$ cat config.mk
export PLATFORM = sky130hd
export DESIGN_NAME = mfm_sync_detect_and_data_extract_top_flat
export DESIGN_NICKNAME = d
export VERILOG_FILES = /design/src/hw/rtl/mfmsd_pkg.sv /design/src/hw/rtl/mfmsd_if.sv /design/src/hw/rtl/mfmsd_cfg_regs.sv /design/src/hw/rtl/mfmsd_core.sv /design/src/hw/rtl/mfm_sync_detect_and_data_extract_top.sv /design/src/flat_wrapper.sv
export SDC_FILE = /design/constraint.sdc
export NUM_CORES = 1
export LEC_CHECK = 0
export ABC_AREA = 1
export ABC_CLOCK_PERIOD_IN_PS = 4500
export BUFFER_PORTS_ARGS = -buffer_cell sky130_fd_sc_hd__buf_2
export CAP_MARGIN = 20
export CORE_UTILIZATION = 56
export DETAILED_ROUTE_END_ITERATION = 8
export PLACE_DENSITY = 0.77
export SETUP_SLACK_MARGIN = 0.3
export SYNTH_ARGS = -nofsm -noshare
export SYNTH_HDL_FRONTEND = slang
export SYNTH_HIERARCHICAL = 1
export SYNTH_SLANG_ARGS = --single-unit
$ cat constraint.sdc
create_clock -name i_clk -period 4.5 [get_ports i_clk]
set_input_delay 1.35 -clock i_clk [delete_from_list [all_inputs] [get_ports i_clk]]
set_output_delay 1.35 -clock i_clk [all_outputs]
set_load 0.005 [all_outputs]
$ cat src/hw/rtl/mfmsd_pkg.sv
`timescale 1ns / 1ps
// ----------------------------------------------------------------------------
// mfmsd_pkg
// shared types, codes and reset values of the mfm sync detector and decoder
// ----------------------------------------------------------------------------
package mfmsd_pkg;

    // defaults of the top level parameters
    localparam int SENTINEL_BYTES_DEF = 4;
    localparam int COUNT_WIDTH_DEF    = 18;

    // fixed field widths
    localparam int PAT_W       = 32;
    localparam int PLEN_W      = 6;
    localparam int BLANK_W     = 16;
    localparam int TBYTES_W    = 14;
    localparam int MINBITS_W   = 18;
    localparam int CFG_IDX_W   = 3;
    localparam int CFG_DATA_W  = 32;
    // track bytes plus up to 16384 sentinels
    localparam int BYTE_CNT_W  = TBYTES_W + 1;

    // register reset values
    localparam logic [PAT_W-1:0]     SYNC_PATTERN_RST = 32'hAAAA_9125;
    localparam logic [PLEN_W-1:0]    PATTERN_LEN_RST  = 6'd32;
    localparam logic [BLANK_W-1:0]   BLANKING_RST     = 16'd500;
    localparam logic [TBYTES_W-1:0]  SIDE0_BYTES_RST  = 14'h2700;
    localparam logic [TBYTES_W-1:0]  SIDE1_BYTES_RST  = 14'h2400;
    localparam logic [MINBITS_W-1:0] MIN_BITS_RST     = 18'(9400 * 16);

    typedef enum logic [1:0] {
        OP_BIT   = 2'd0,
        OP_START = 2'd1,
        OP_END   = 2'd2,
        OP_RSVD  = 2'd3
    } t_op;

    typedef enum logic [1:0] {
        KIND_DATA     = 2'd0,
        KIND_SENTINEL = 2'd1,
        KIND_STATUS   = 2'd2
    } t_kind;

    typedef enum logic [1:0] {
        ST_OK    = 2'd0,
        ST_BLANK = 2'd1,
        ST_LATE  = 2'd2,
        ST_TRUNC = 2'd3
    } t_status;

    typedef enum logic [CFG_IDX_W-1:0] {
        CFG_SYNC_PATTERN = 3'd0,
        CFG_PATTERN_LEN  = 3'd1,
        CFG_BLANKING     = 3'd2,
        CFG_SIDE0_BYTES  = 3'd3,
        CFG_SIDE1_BYTES  = 3'd4,
        CFG_MIN_BITS     = 3'd5
    } t_cfg_idx;

    typedef struct packed {
        logic [PAT_W-1:0]     sync_pattern;
        logic [PLEN_W-1:0]    pattern_length;
        logic [BLANK_W-1:0]   blanking_bits;
        logic [TBYTES_W-1:0]  side0_bytes;
        logic [TBYTES_W-1:0]  side1_bytes;
        logic [MINBITS_W-1:0] min_bits_after_sync;
    } t_cfg;

    typedef struct packed {
        t_op  operation;
        logic mfm_bit;
        logic side;
    } t_item;

    typedef struct packed {
        t_kind      kind;
        logic [7:0] byte_value;
        t_status    status;
        logic       last;
    } t_result;

endpackage

$ cat src/hw/rtl/mfmsd_if.sv
`timescale 1ns / 1ps
// ----------------------------------------------------------------------------
// mfmsd channel interfaces
// item, result and register write channels with valid/ready handshake
// ----------------------------------------------------------------------------
interface mfmsd_item_if;
    logic       valid;
    logic       ready;
    logic [1:0] operation;
    logic       mfm_bit;
    logic       side;

    modport source (output valid, output operation, output mfm_bit, output side,
                    input ready);
    modport sink   (input valid, input operation, input mfm_bit, input side,
                    output ready);
endinterface

interface mfmsd_result_if;
    logic       valid;
    logic       ready;
    logic [1:0] kind;
    logic [7:0] byte_value;
    logic [1:0] status;
    logic       last;

    modport source (output valid, output kind, output byte_value, output status,
                    output last, input ready);
    modport sink   (input valid, input kind, input byte_value, input status,
                    input last, output ready);
endinterface

interface mfmsd_cfg_if;
    logic        valid;
    logic        ready;
    logic [2:0]  index;
    logic [31:0] data;

    modport source (output valid, output index, output data, input ready);
    modport sink   (input valid, input index, input data, output ready);
endinterface

$ cat src/hw/rtl/mfmsd_cfg_regs.sv
`timescale 1ns / 1ps
// ----------------------------------------------------------------------------
// mfmsd_cfg_regs
// configuration register file, written by index
// ----------------------------------------------------------------------------
module mfmsd_cfg_regs (
    input  logic                                i_clk,
    input  logic                                i_rst_n,
    input  logic                                i_wr_en,
    input  logic [mfmsd_pkg::CFG_IDX_W-1:0]     i_wr_index,
    input  logic [mfmsd_pkg::CFG_DATA_W-1:0]    i_wr_data,
    output mfmsd_pkg::t_cfg                     o_cfg
);
    import mfmsd_pkg::*;

    t_cfg r_cfg;
    t_cfg n_cfg;

    always_comb begin
        n_cfg = r_cfg;
        if (i_wr_en) begin
            unique case (t_cfg_idx'(i_wr_index))
                CFG_SYNC_PATTERN: n_cfg.sync_pattern        = i_wr_data[PAT_W-1:0];
                CFG_PATTERN_LEN:  n_cfg.pattern_length      = i_wr_data[PLEN_W-1:0];
                CFG_BLANKING:     n_cfg.blanking_bits       = i_wr_data[BLANK_W-1:0];
                CFG_SIDE0_BYTES:  n_cfg.side0_bytes         = i_wr_data[TBYTES_W-1:0];
                CFG_SIDE1_BYTES:  n_cfg.side1_bytes         = i_wr_data[TBYTES_W-1:0];
                CFG_MIN_BITS:     n_cfg.min_bits_after_sync = i_wr_data[MINBITS_W-1:0];
                default:          n_cfg = r_cfg;
            endcase
        end
    end

    always_ff @(posedge i_clk) begin
        if (!i_rst_n) begin
            r_cfg.sync_pattern        <= SYNC_PATTERN_RST;
            r_cfg.pattern_length      <= PATTERN_LEN_RST;
            r_cfg.blanking_bits       <= BLANKING_RST;
            r_cfg.side0_bytes         <= SIDE0_BYTES_RST;
            r_cfg.side1_bytes         <= SIDE1_BYTES_RST;
            r_cfg.min_bits_after_sync <= MIN_BITS_RST;
        end else begin
            r_cfg <= n_cfg;
        end
    end

    assign o_cfg = r_cfg;

endmodule

$ cat src/hw/rtl/mfmsd_core.sv
`timescale 1ns / 1ps
// ----------------------------------------------------------------------------
// mfmsd_core
// track state, sync hunt and data cell packing for one item per enabled cycle
// ----------------------------------------------------------------------------
module mfmsd_core #(
    parameter int SENTINEL_BYTES = mfmsd_pkg::SENTINEL_BYTES_DEF,
    parameter int COUNT_WIDTH    = mfmsd_pkg::COUNT_WIDTH_DEF
) (
    input  logic                i_clk,
    input  logic                i_rst_n,
    input  logic                i_en,
    input  mfmsd_pkg::t_item    i_item,
    input  mfmsd_pkg::t_cfg     i_cfg,
    output logic                o_res_valid,
    output mfmsd_pkg::t_result  o_res
);
    import mfmsd_pkg::*;

    localparam int IDX_W = COUNT_WIDTH + 2;
    localparam int CMP_W = (COUNT_WIDTH > MINBITS_W) ? COUNT_WIDTH : MINBITS_W;

    logic [PAT_W-1:0]       r_pattern_shift, n_pattern_shift;
    logic [COUNT_WIDTH-1:0] r_bit_count, n_bit_count;
    logic                   r_sync_found, n_sync_found;
    logic [COUNT_WIDTH-1:0] r_bits_since_sync, n_bits_since_sync;
    logic                   r_cell_phase, n_cell_phase;
    logic [7:0]             r_byte_shift, n_byte_shift;
    logic [2:0]             r_bits_in_byte, n_bits_in_byte;
    logic [BYTE_CNT_W-1:0]  r_byte_count, n_byte_count;
    logic                   r_latched_side, n_latched_side;

    logic [PLEN_W-1:0]      len;
    logic [PAT_W-1:0]       mask;
    logic [PAT_W-1:0]       shifted;
    logic                   pos_ok;
    logic [TBYTES_W-1:0]    track_bytes;
    logic [BYTE_CNT_W-1:0]  total;
    t_status                end_status;

    // effective pattern length, clamped to 1..32
    always_comb begin
        if (i_cfg.pattern_length == '0) begin
            len = PLEN_W'(1);
        end else if (i_cfg.pattern_length > PLEN_W'(PAT_W)) begin
            len = PLEN_W'(PAT_W);
        end else begin
            len = i_cfg.pattern_length;
        end
    end

    assign mask        = ~({PAT_W{1'b1}} << len);
    assign shifted     = {r_pattern_shift[PAT_W-2:0], i_item.mfm_bit};
    assign pos_ok      = (IDX_W'(r_bit_count) + IDX_W'(1))
                         >= (IDX_W'(i_cfg.blanking_bits) + IDX_W'(len));
    assign track_bytes = r_latched_side ? i_cfg.side1_bytes : i_cfg.side0_bytes;
    assign total       = BYTE_CNT_W'(track_bytes) + BYTE_CNT_W'(SENTINEL_BYTES);

    always_comb begin
        priority if (!r_sync_found) begin
            end_status = ST_BLANK;
        end else if (CMP_W'(r_bits_since_sync) < CMP_W'(i_cfg.min_bits_after_sync)) begin
            end_status = ST_LATE;
        end else if (r_byte_count < total) begin
            end_status = ST_TRUNC;
        end else begin
            end_status = ST_OK;
        end
    end

    always_comb begin
        n_pattern_shift   = r_pattern_shift;
        n_bit_count       = r_bit_count;
        n_sync_found      = r_sync_found;
        n_bits_since_sync = r_bits_since_sync;
        n_cell_phase      = r_cell_phase;
        n_byte_shift      = r_byte_shift;
        n_bits_in_byte    = r_bits_in_byte;
        n_byte_count      = r_byte_count;
        n_latched_side    = r_latched_side;
        o_res_valid       = 1'b0;
        o_res.kind        = KIND_DATA;
        o_res.byte_value  = '0;
        o_res.status      = ST_OK;
        o_res.last        = 1'b0;

        unique case (i_item.operation)
            OP_START, OP_END: begin
                if (i_item.operation == OP_START) begin
                    n_latched_side = i_item.side;
                end else begin
                    o_res_valid  = 1'b1;
                    o_res.kind   = KIND_STATUS;
                    o_res.status = end_status;
                    o_res.last   = 1'b1;
                end
                // clear all track state
                n_pattern_shift   = '0;
                n_bit_count       = '0;
                n_sync_found      = 1'b0;
                n_bits_since_sync = '0;
                n_cell_phase      = 1'b0;
                n_byte_shift      = '0;
                n_bits_in_byte    = '0;
                n_byte_count      = '0;
            end
            OP_BIT: begin
                n_pattern_shift = shifted;
                if (r_bit_count != {COUNT_WIDTH{1'b1}}) begin
                    n_bit_count = r_bit_count + COUNT_WIDTH'(1);
                end
                if (!r_sync_found) begin
                    if (pos_ok && (((shifted ^ i_cfg.sync_pattern) & mask) == '0)) begin
                        n_sync_found      = 1'b1;
                        n_bits_since_sync = COUNT_WIDTH'(len);
                        n_cell_phase      = 1'b0;
                        n_byte_shift      = '0;
                        n_bits_in_byte    = '0;
                        n_byte_count      = '0;
                    end
                end else begin
                    if (r_bits_since_sync != {COUNT_WIDTH{1'b1}}) begin
                        n_bits_since_sync = r_bits_since_sync + COUNT_WIDTH'(1);
                    end
                    n_cell_phase = ~r_cell_phase;
                    // data cell while bytes remain
                    if (r_cell_phase && (r_byte_count < total)) begin
                        if (r_bits_in_byte != 3'd7) begin
                            n_byte_shift   = {r_byte_shift[6:0], i_item.mfm_bit};
                            n_bits_in_byte = r_bits_in_byte + 3'd1;
                        end else begin
                            o_res_valid      = 1'b1;
                            o_res.kind       = (r_byte_count < BYTE_CNT_W'(track_bytes))
                                               ? KIND_DATA : KIND_SENTINEL;
                            o_res.byte_value = {r_byte_shift[6:0], i_item.mfm_bit};
                            o_res.last       = ((r_byte_count + BYTE_CNT_W'(1)) == total);
                            n_byte_shift     = '0;
                            n_bits_in_byte   = '0;
                            n_byte_count     = r_byte_count + BYTE_CNT_W'(1);
                        end
                    end
                end
            end
            default: begin
                o_res_valid = 1'b0;
            end
        endcase
    end

    always_ff @(posedge i_clk) begin
        if (!i_rst_n) begin
            r_pattern_shift   <= '0;
            r_bit_count       <= '0;
            r_sync_found      <= 1'b0;
            r_bits_since_sync <= '0;
            r_cell_phase      <= 1'b0;
            r_byte_shift      <= '0;
            r_bits_in_byte    <= '0;
            r_byte_count      <= '0;
            r_latched_side    <= 1'b0;
        end else if (i_en) begin
            r_pattern_shift   <= n_pattern_shift;
            r_bit_count       <= n_bit_count;
            r_sync_found      <= n_sync_found;
            r_bits_since_sync <= n_bits_since_sync;
            r_cell_phase      <= n_cell_phase;
            r_byte_shift      <= n_byte_shift;
            r_bits_in_byte    <= n_bits_in_byte;
            r_byte_count      <= n_byte_count;
            r_latched_side    <= n_latched_side;
        end
    end

    // bytes only come out of a track whose sync mark was seen
    a_byte_needs_sync: assert property (@(posedge i_clk) disable iff (!i_rst_n)
        (i_en && o_res_valid && (o_res.kind != KIND_STATUS)) |-> r_sync_found)
        else $error("byte result without sync");

    // no byte assembly before sync
    a_idle_before_sync: assert property (@(posedge i_clk) disable iff (!i_rst_n)
        !r_sync_found |-> ((r_byte_count == '0) && (r_bits_in_byte == '0)
                           && (r_byte_shift == '0)))
        else $error("byte state busy before sync");

    // end of track clears the track
    a_end_clears: assert property (@(posedge i_clk) disable iff (!i_rst_n)
        (i_en && (i_item.operation == OP_END)) |=>
            (!r_sync_found && (r_bit_count == '0) && (r_byte_count == '0)))
        else $error("track state kept after end of track");

    // a byte result lands exactly when a data cell completes a byte
    a_byte_on_eighth: assert property (@(posedge i_clk) disable iff (!i_rst_n)
        (i_en && o_res_valid && (o_res.kind != KIND_STATUS)) |->
            (r_cell_phase && (r_bits_in_byte == 3'd7)))
        else $error("byte result off a byte boundary");

endmodule

$ cat src/hw/rtl/mfm_sync_detect_and_data_extract_top.sv
`timescale 1ns / 1ps
// ----------------------------------------------------------------------------
// mfm_sync_detect_and_data_extract_top
// datapath: an accepted item waits in the input register, the core updates the
//   track state from it, and any result it gives is held in the output register
// throughput: one item per cycle while the result consumer keeps the output drained
// reset: synchronous active-low, restores registers to defaults, side 0
// ----------------------------------------------------------------------------
module mfm_sync_detect_and_data_extract_top #(
    parameter int SENTINEL_BYTES = mfmsd_pkg::SENTINEL_BYTES_DEF,
    parameter int COUNT_WIDTH    = mfmsd_pkg::COUNT_WIDTH_DEF
) (
    input  logic            i_clk,
    input  logic            i_rst_n,
    mfmsd_item_if.sink      i_item,
    mfmsd_result_if.source  o_result,
    mfmsd_cfg_if.sink       i_cfg
);
    import mfmsd_pkg::*;

    // input register: holds one request until the core can take it
    logic    r_in_valid;
    t_item   r_in;

    // output register: parts the core from the result consumer
    logic    r_out_valid;
    t_result r_out;

    logic    out_free;
    logic    proc_fire;
    logic    in_fire;
    logic    core_valid;
    t_result core_res;
    t_cfg    cfg;

    // the core may run when the output register is empty or being drained
    assign out_free  = !r_out_valid || o_result.ready;
    assign proc_fire = r_in_valid && out_free;
    // a new request enters whenever the input register frees up this cycle
    assign i_item.ready = !r_in_valid || proc_fire;
    assign in_fire      = i_item.valid && i_item.ready;

    // register writes are always taken
    assign i_cfg.ready = 1'b1;

    mfmsd_cfg_regs u_cfg_regs (
        .i_clk      (i_clk),
        .i_rst_n    (i_rst_n),
        .i_wr_en    (i_cfg.valid),
        .i_wr_index (i_cfg.index),
        .i_wr_data  (i_cfg.data),
        .o_cfg      (cfg)
    );

    mfmsd_core #(
        .SENTINEL_BYTES (SENTINEL_BYTES),
        .COUNT_WIDTH    (COUNT_WIDTH)
    ) u_core (
        .i_clk       (i_clk),
        .i_rst_n     (i_rst_n),
        .i_en        (proc_fire),
        .i_item      (r_in),
        .i_cfg       (cfg),
        .o_res_valid (core_valid),
        .o_res       (core_res)
    );

    // input stage control
    always_ff @(posedge i_clk) begin
        if (!i_rst_n) begin
            r_in_valid <= 1'b0;
        end else if (in_fire) begin
            r_in_valid <= 1'b1;
        end else if (proc_fire) begin
            r_in_valid <= 1'b0;
        end
    end

    // input payload, no reset needed
    always_ff @(posedge i_clk) begin
        if (in_fire) begin
            r_in.operation <= t_op'(i_item.operation);
            r_in.mfm_bit   <= i_item.mfm_bit;
            r_in.side      <= i_item.side;
        end
    end

    // output stage control: load on a produced result, else drain on ready
    always_ff @(posedge i_clk) begin
        if (!i_rst_n) begin
            r_out_valid <= 1'b0;
        end else if (proc_fire && core_valid) begin
            r_out_valid <= 1'b1;
        end else if (o_result.ready) begin
            r_out_valid <= 1'b0;
        end
    end

    always_ff @(posedge i_clk) begin
        if (proc_fire && core_valid) begin
            r_out <= core_res;
        end
    end

    assign o_result.valid      = r_out_valid;
    assign o_result.kind       = r_out.kind;
    assign o_result.byte_value = r_out.byte_value;
    assign o_result.status     = r_out.status;
    assign o_result.last       = r_out.last;

endmodule

$ cat src/flat_wrapper.sv
// flat-port wrapper written by rule: the top's interface ports become plain ports
module mfm_sync_detect_and_data_extract_top_flat import mfmsd_pkg::*;
#(
    parameter int SENTINEL_BYTES = mfmsd_pkg::SENTINEL_BYTES_DEF,
    parameter int COUNT_WIDTH    = mfmsd_pkg::COUNT_WIDTH_DEF
)
  (i_clk, i_rst_n, i_item_valid, i_item_operation, i_item_mfm_bit, i_item_side, i_item_ready, o_result_valid, o_result_kind, o_result_byte_value, o_result_status, o_result_last, o_result_ready, i_cfg_valid, i_cfg_index, i_cfg_data, i_cfg_ready);
  mfmsd_item_if i_item_i ();
  mfmsd_result_if o_result_i ();
  mfmsd_cfg_if i_cfg_i ();
  input  logic i_clk;
  input  logic i_rst_n;
  input wire logic [$bits(i_item_i.valid)-1:0] i_item_valid;
  input wire logic [$bits(i_item_i.operation)-1:0] i_item_operation;
  input wire logic [$bits(i_item_i.mfm_bit)-1:0] i_item_mfm_bit;
  input wire logic [$bits(i_item_i.side)-1:0] i_item_side;
  output wire logic [$bits(i_item_i.ready)-1:0] i_item_ready;
  output wire logic [$bits(o_result_i.valid)-1:0] o_result_valid;
  output wire logic [$bits(o_result_i.kind)-1:0] o_result_kind;
  output wire logic [$bits(o_result_i.byte_value)-1:0] o_result_byte_value;
  output wire logic [$bits(o_result_i.status)-1:0] o_result_status;
  output wire logic [$bits(o_result_i.last)-1:0] o_result_last;
  input wire logic [$bits(o_result_i.ready)-1:0] o_result_ready;
  input wire logic [$bits(i_cfg_i.valid)-1:0] i_cfg_valid;
  input wire logic [$bits(i_cfg_i.index)-1:0] i_cfg_index;
  input wire logic [$bits(i_cfg_i.data)-1:0] i_cfg_data;
  output wire logic [$bits(i_cfg_i.ready)-1:0] i_cfg_ready;
  assign i_item_i.valid = i_item_valid;
  assign i_item_i.operation = i_item_operation;
  assign i_item_i.mfm_bit = i_item_mfm_bit;
  assign i_item_i.side = i_item_side;
  assign i_item_ready = i_item_i.ready;
  assign o_result_valid = o_result_i.valid;
  assign o_result_kind = o_result_i.kind;
  assign o_result_byte_value = o_result_i.byte_value;
  assign o_result_status = o_result_i.status;
  assign o_result_last = o_result_i.last;
  assign o_result_i.ready = o_result_ready;
  assign i_cfg_i.valid = i_cfg_valid;
  assign i_cfg_i.index = i_cfg_index;
  assign i_cfg_i.data = i_cfg_data;
  assign i_cfg_ready = i_cfg_i.ready;
  mfm_sync_detect_and_data_extract_top #(.SENTINEL_BYTES(SENTINEL_BYTES), .COUNT_WIDTH(COUNT_WIDTH)) u_core (.i_clk(i_clk), .i_rst_n(i_rst_n), .i_item(i_item_i), .o_result(o_result_i), .i_cfg(i_cfg_i));
endmodule
==> flow_summary_export.csv <==
group,metric,value,unit
run_status,status,"finished with violations",
run_status,violations,"negative setup slack",
global_route,track_usage,30.1,%
clock_network,cts_tree,"built",
detailed_routing,drc,0,
detailed_routing,dr.pass1.iters,6,
critical_path,crit_top_cell,"nand2_1",
global_route,grt_max_degree,141,
detailed_routing,routed_wl,36500,um
die,pin_count,60,
final_layout,nFillCells,1828,
detailed_routing,vias,12800,
detailed_routing,drtIter0Drc,961,
power_and_ir_drop,p_per_area,318,nW/um^2
sta,period_needed,4.56,ns
logic_synthesis,ys_seq_elements,214,
critical_path,crit_family,"simple AND/OR/NAND/NOR gates",
logic_synthesis,ys_types,49,
logic_synthesis,synthArstFlopShare,0,%
sta,hold_viol_final,0,
final_layout,register_area,4460,sq um
logic_synthesis,synthesis.nets,2028,
critical_path,crit_path_end_kind,"register",
critical_path,cp_max_fo,6,
logic_synthesis,synth-edff-count,17,
critical_path,critPathKind,"register to register",
place,dp_hpwl,23800,um
detailed_routing,top_layer_used,"met5",
logic_synthesis,avgSynthCellArea,6.70,sq um
critical_path,max_stage_delay,0.33,ns
sta,period_share,101,%
die,die_y,153,um
final_layout,fin_area,15100,sq um
flow_run,maxCapViolCount,0,
clock_network,clock_latency,0.54,ns
critical_path,r2r_slack,-0.06,ns
sta,fmax,219,MHz
detailed_routing,met3WireLength,2230,um
final_layout,area.growth.synth_to_final,18.5,%
final_layout,antenna_cells,0,
clock_network,cts_inserted_buffers,24,
detailed_routing,viasPerCell,5.56,
logic_synthesis,netlist_area,12800,sq um
logic_synthesis,ys_warn_count,6,
sta,skew,0.0191,ns
sta,slew_viol_final,0,
global_route,grt_pass1_vias,12000,
die,rows,54,
critical_path,path_buf_inv,4,
final_layout,nets,2121,
clock_network,clock-sinks,214,
global_route,antenna_found_initial,1,
die,dieWidth,153,um
logic_synthesis,syn_inst,1906,
detailed_routing,met1_length,15200,um
power_and_ir_drop,vdd_drop_max,0.286,mV
logic_synthesis,ys.flop_type,"dfxtp_1",
clock_network,clkTransAtPathRegs,0.06,ns
place,dpl_cell_area,13400,sq um
detailed_routing,ant_nets,0,
critical_path,start_kind,"register",
place,io_buffers,58,
sta,slew_headroom,39.0,%
detailed_routing,dr_wl_met2,17800,um
logic_synthesis,synth_seq_area_share,34.9,%
die,initial_core_util,57.8,%
critical_path,crit_slowest_cell,"dfxtp_2",
clock_network,clk_path_buf_depth,3,
place,dp_cells,2212,
detailed_routing,wl_per_cell,15.9,um
final_layout,multi_input_area,7610,sq um
power_and_ir_drop,power.leakage,6.87,nW
global_route,grt_pass1_wl,57800,um
sta,rsz0062_at_grt,"yes",
clock_network,h-tree-depth,1,
place,gp_congestion,0.918,
die,dieArea,23400,sq um
clock_network,cts-hold-fix-buffers,0,
final_layout,layout.cells.non_filler,2296,
critical_path,worstPathRequired,4.96,ns
power_and_ir_drop,p_total,4.82,mW
sta,worst_pin_slew,0.913,ns
min_path,hold_path.class,"register to register",
sta,setup_viol,23,
final_layout,drive_gt1_share,14.9,%
die,core_area,22100,sq um
clock_network,root_buffer,"clkbuf_16",
critical_path,cp_data_arrival_time,5.02,ns
global_route,grt-ovfl-total,0,
sta,fin_ws,-0.0590,ns
## area by class of cell
type,instances,share of cell area (%)
inverter,214,5.31
clock buffer,31,4.27
timing repair buffer,135,6.88
multi-input combinational,1410,50.3
clock inverter,12,1.45
sequential,214,29.5
tap,280,2.31
## final timing paths
| kind | startpoint | end | depth (start not counted) |
|---|---|---|---|
| setup / recovery | u_core/u_cfg_regs/o_cfg[62] | u_core/u_core/r_bits_since_sync[11] | 34 |
| hold / removal | u_core/u_cfg_regs/o_cfg[45] | u_core/u_cfg_regs/o_cfg[45] | 2 |
| setup reg to reg | u_core/u_cfg_regs/o_cfg[62] | u_core/u_core/r_bits_since_sync[11] | 34 |
| hold reg to reg | u_core/u_cfg_regs/o_cfg[45] | u_core/u_cfg_regs/o_cfg[45] | 2 |
## per-stage QoR
step                      setup TNS (ns)  setup slack [ns]  utilization, %  hold WS [ns]
after global routing              -10.82            -0.299            68.5         0.492
final                             -0.687           -0.0590            68.5         0.455
after detailed placement           -3.01            -0.151            60.7         0.438
after floorplan                        0             0.335               -         0.424
after CTS                       -0.00540          -0.00540            67.2         0.454
after global placement                 0             0.119            60.7         0.437
## cell families after synthesis
kind of cell             after synthesis  share of synthesized area, %
AND/OR/NAND/NOR                     1062                          34.7
buffers and inverters                285                          9.07
flip-flops                           214                          34.9
AO/OA/AOI/OAI                        185                          8.05
XOR/XNOR                              80                          5.48
adder cells (fa/ha/maj)               78                          7.70
other                                  1                        0.0294
multiplexers                           1                        0.0881
## worst reg2reg max path, delay by kind of cell, from the launching register on
family	cells	cell delay, ns
AOI/OAI and AO/OA	4	0.67
DFF	1	0.33
xor gates and xnor gates	1	0.18
adders and majority gates	2	0.46
and+or+nand+nor	23	2.35
buffers and inverters	4	0.49
## per-layer routing
layer	vias to the layer above	global-route usage [%]
met4	2	12.7
met2	440	53.2
li1	6250	-
met1	5972	36.3
met5	-	0
met3	109	4.42
## layout by cell type, fill, tap and decap left out, types with 8 or more instances in the layout
master     count
nand2_1      455
nor2_1       302
inv_1        205
dfxtp_1      191
nand3_1      147
a21oi_1       95
ha_1          72
buf_4         59
xor2_1        59
buf_2         57
nand2_2       44
nand4_1       37
o21ai_0       28
clkbuf_16     24
xnor2_1       21
nor3_1        20
edfxtp_1      17
a21oi_2       15
nor2_2        14
o21ai_1       11
buf_6         10
nor2_4         9
o21a_1         8
nand2_4        8
## sequential cells by signal (all words and copies together), names as in the netlist
name and cells:
u_core/u_core/r_bit_count 18, u_core/u_core/r_latched_side 1, u_core/o_result.kind 2, u_core/o_result.valid 1, u_core/o_result.last 1, u_core/u_core/r_bits_in_byte 3, u_core/u_core/r_pattern_shift 31, u_core/o_result.status 2
u_core/r_in_valid 1, u_core/u_cfg_regs/o_cfg 100, u_core/r_in 4, u_core/u_core/r_cell_phase 1, u_core/u_core/r_sync_found 1, u_core/u_core/r_byte_count 15, u_core/o_result.byte_value 8, u_core/u_core/r_byte_shift 7
u_core/u_core/r_bits_since_sync 18
## where the power goes
group | switching [mW] | leakage, nW | internal, mW
clock network | 0.811 | 0.416 | 1.36
logic | 0.387 | 4.71 | 0.234
registers | 0.0557 | 1.74 | 1.98
total | 1.25 | 6.87 | 3.57
## synthesized netlist by cell type (4+ instances only)
library cell / number / area (sq um)
nand2_1: 502 / 1880
nor2_1: 315 / 1180
inv_1: 207 / 777
dfxtp_1: 197 / 3940
nand3_1: 152 / 761
a21oi_1: 109 / 546
ha_1: 77 / 963
xor2_1: 59 / 517
nand4_1: 37 / 231
o21ai_0: 31 / 155
clkbuf_1: 29 / 109
buf_2: 23 / 115
nor3_1: 21 / 105
xnor2_1: 21 / 184
edfxtp_1: 17 / 510
o21ai_1: 10 / 50.1
buf_1: 8 / 30.0
o21a_1: 8 / 60.1
nor2_2: 7 / 43.8
a22oi_1: 6 / 45.0
buf_4: 6 / 45.0
a211oi_1: 5 / 37.5
buf_6: 5 / 56.3
nor4_1: 5 / 31.3
inv_2: 4 / 15.0
or2_2: 4 / 25.0
## timing repair
action / in CTS / in global routing
pin swaps: 42 / 50
resized for setup: 80 / 57
setup endpoints to repair: 45 / 69
cloned: 10 / 1
buffers inserted: 17 / 13
Note: power is estimated with default switching activity, not from simulation.
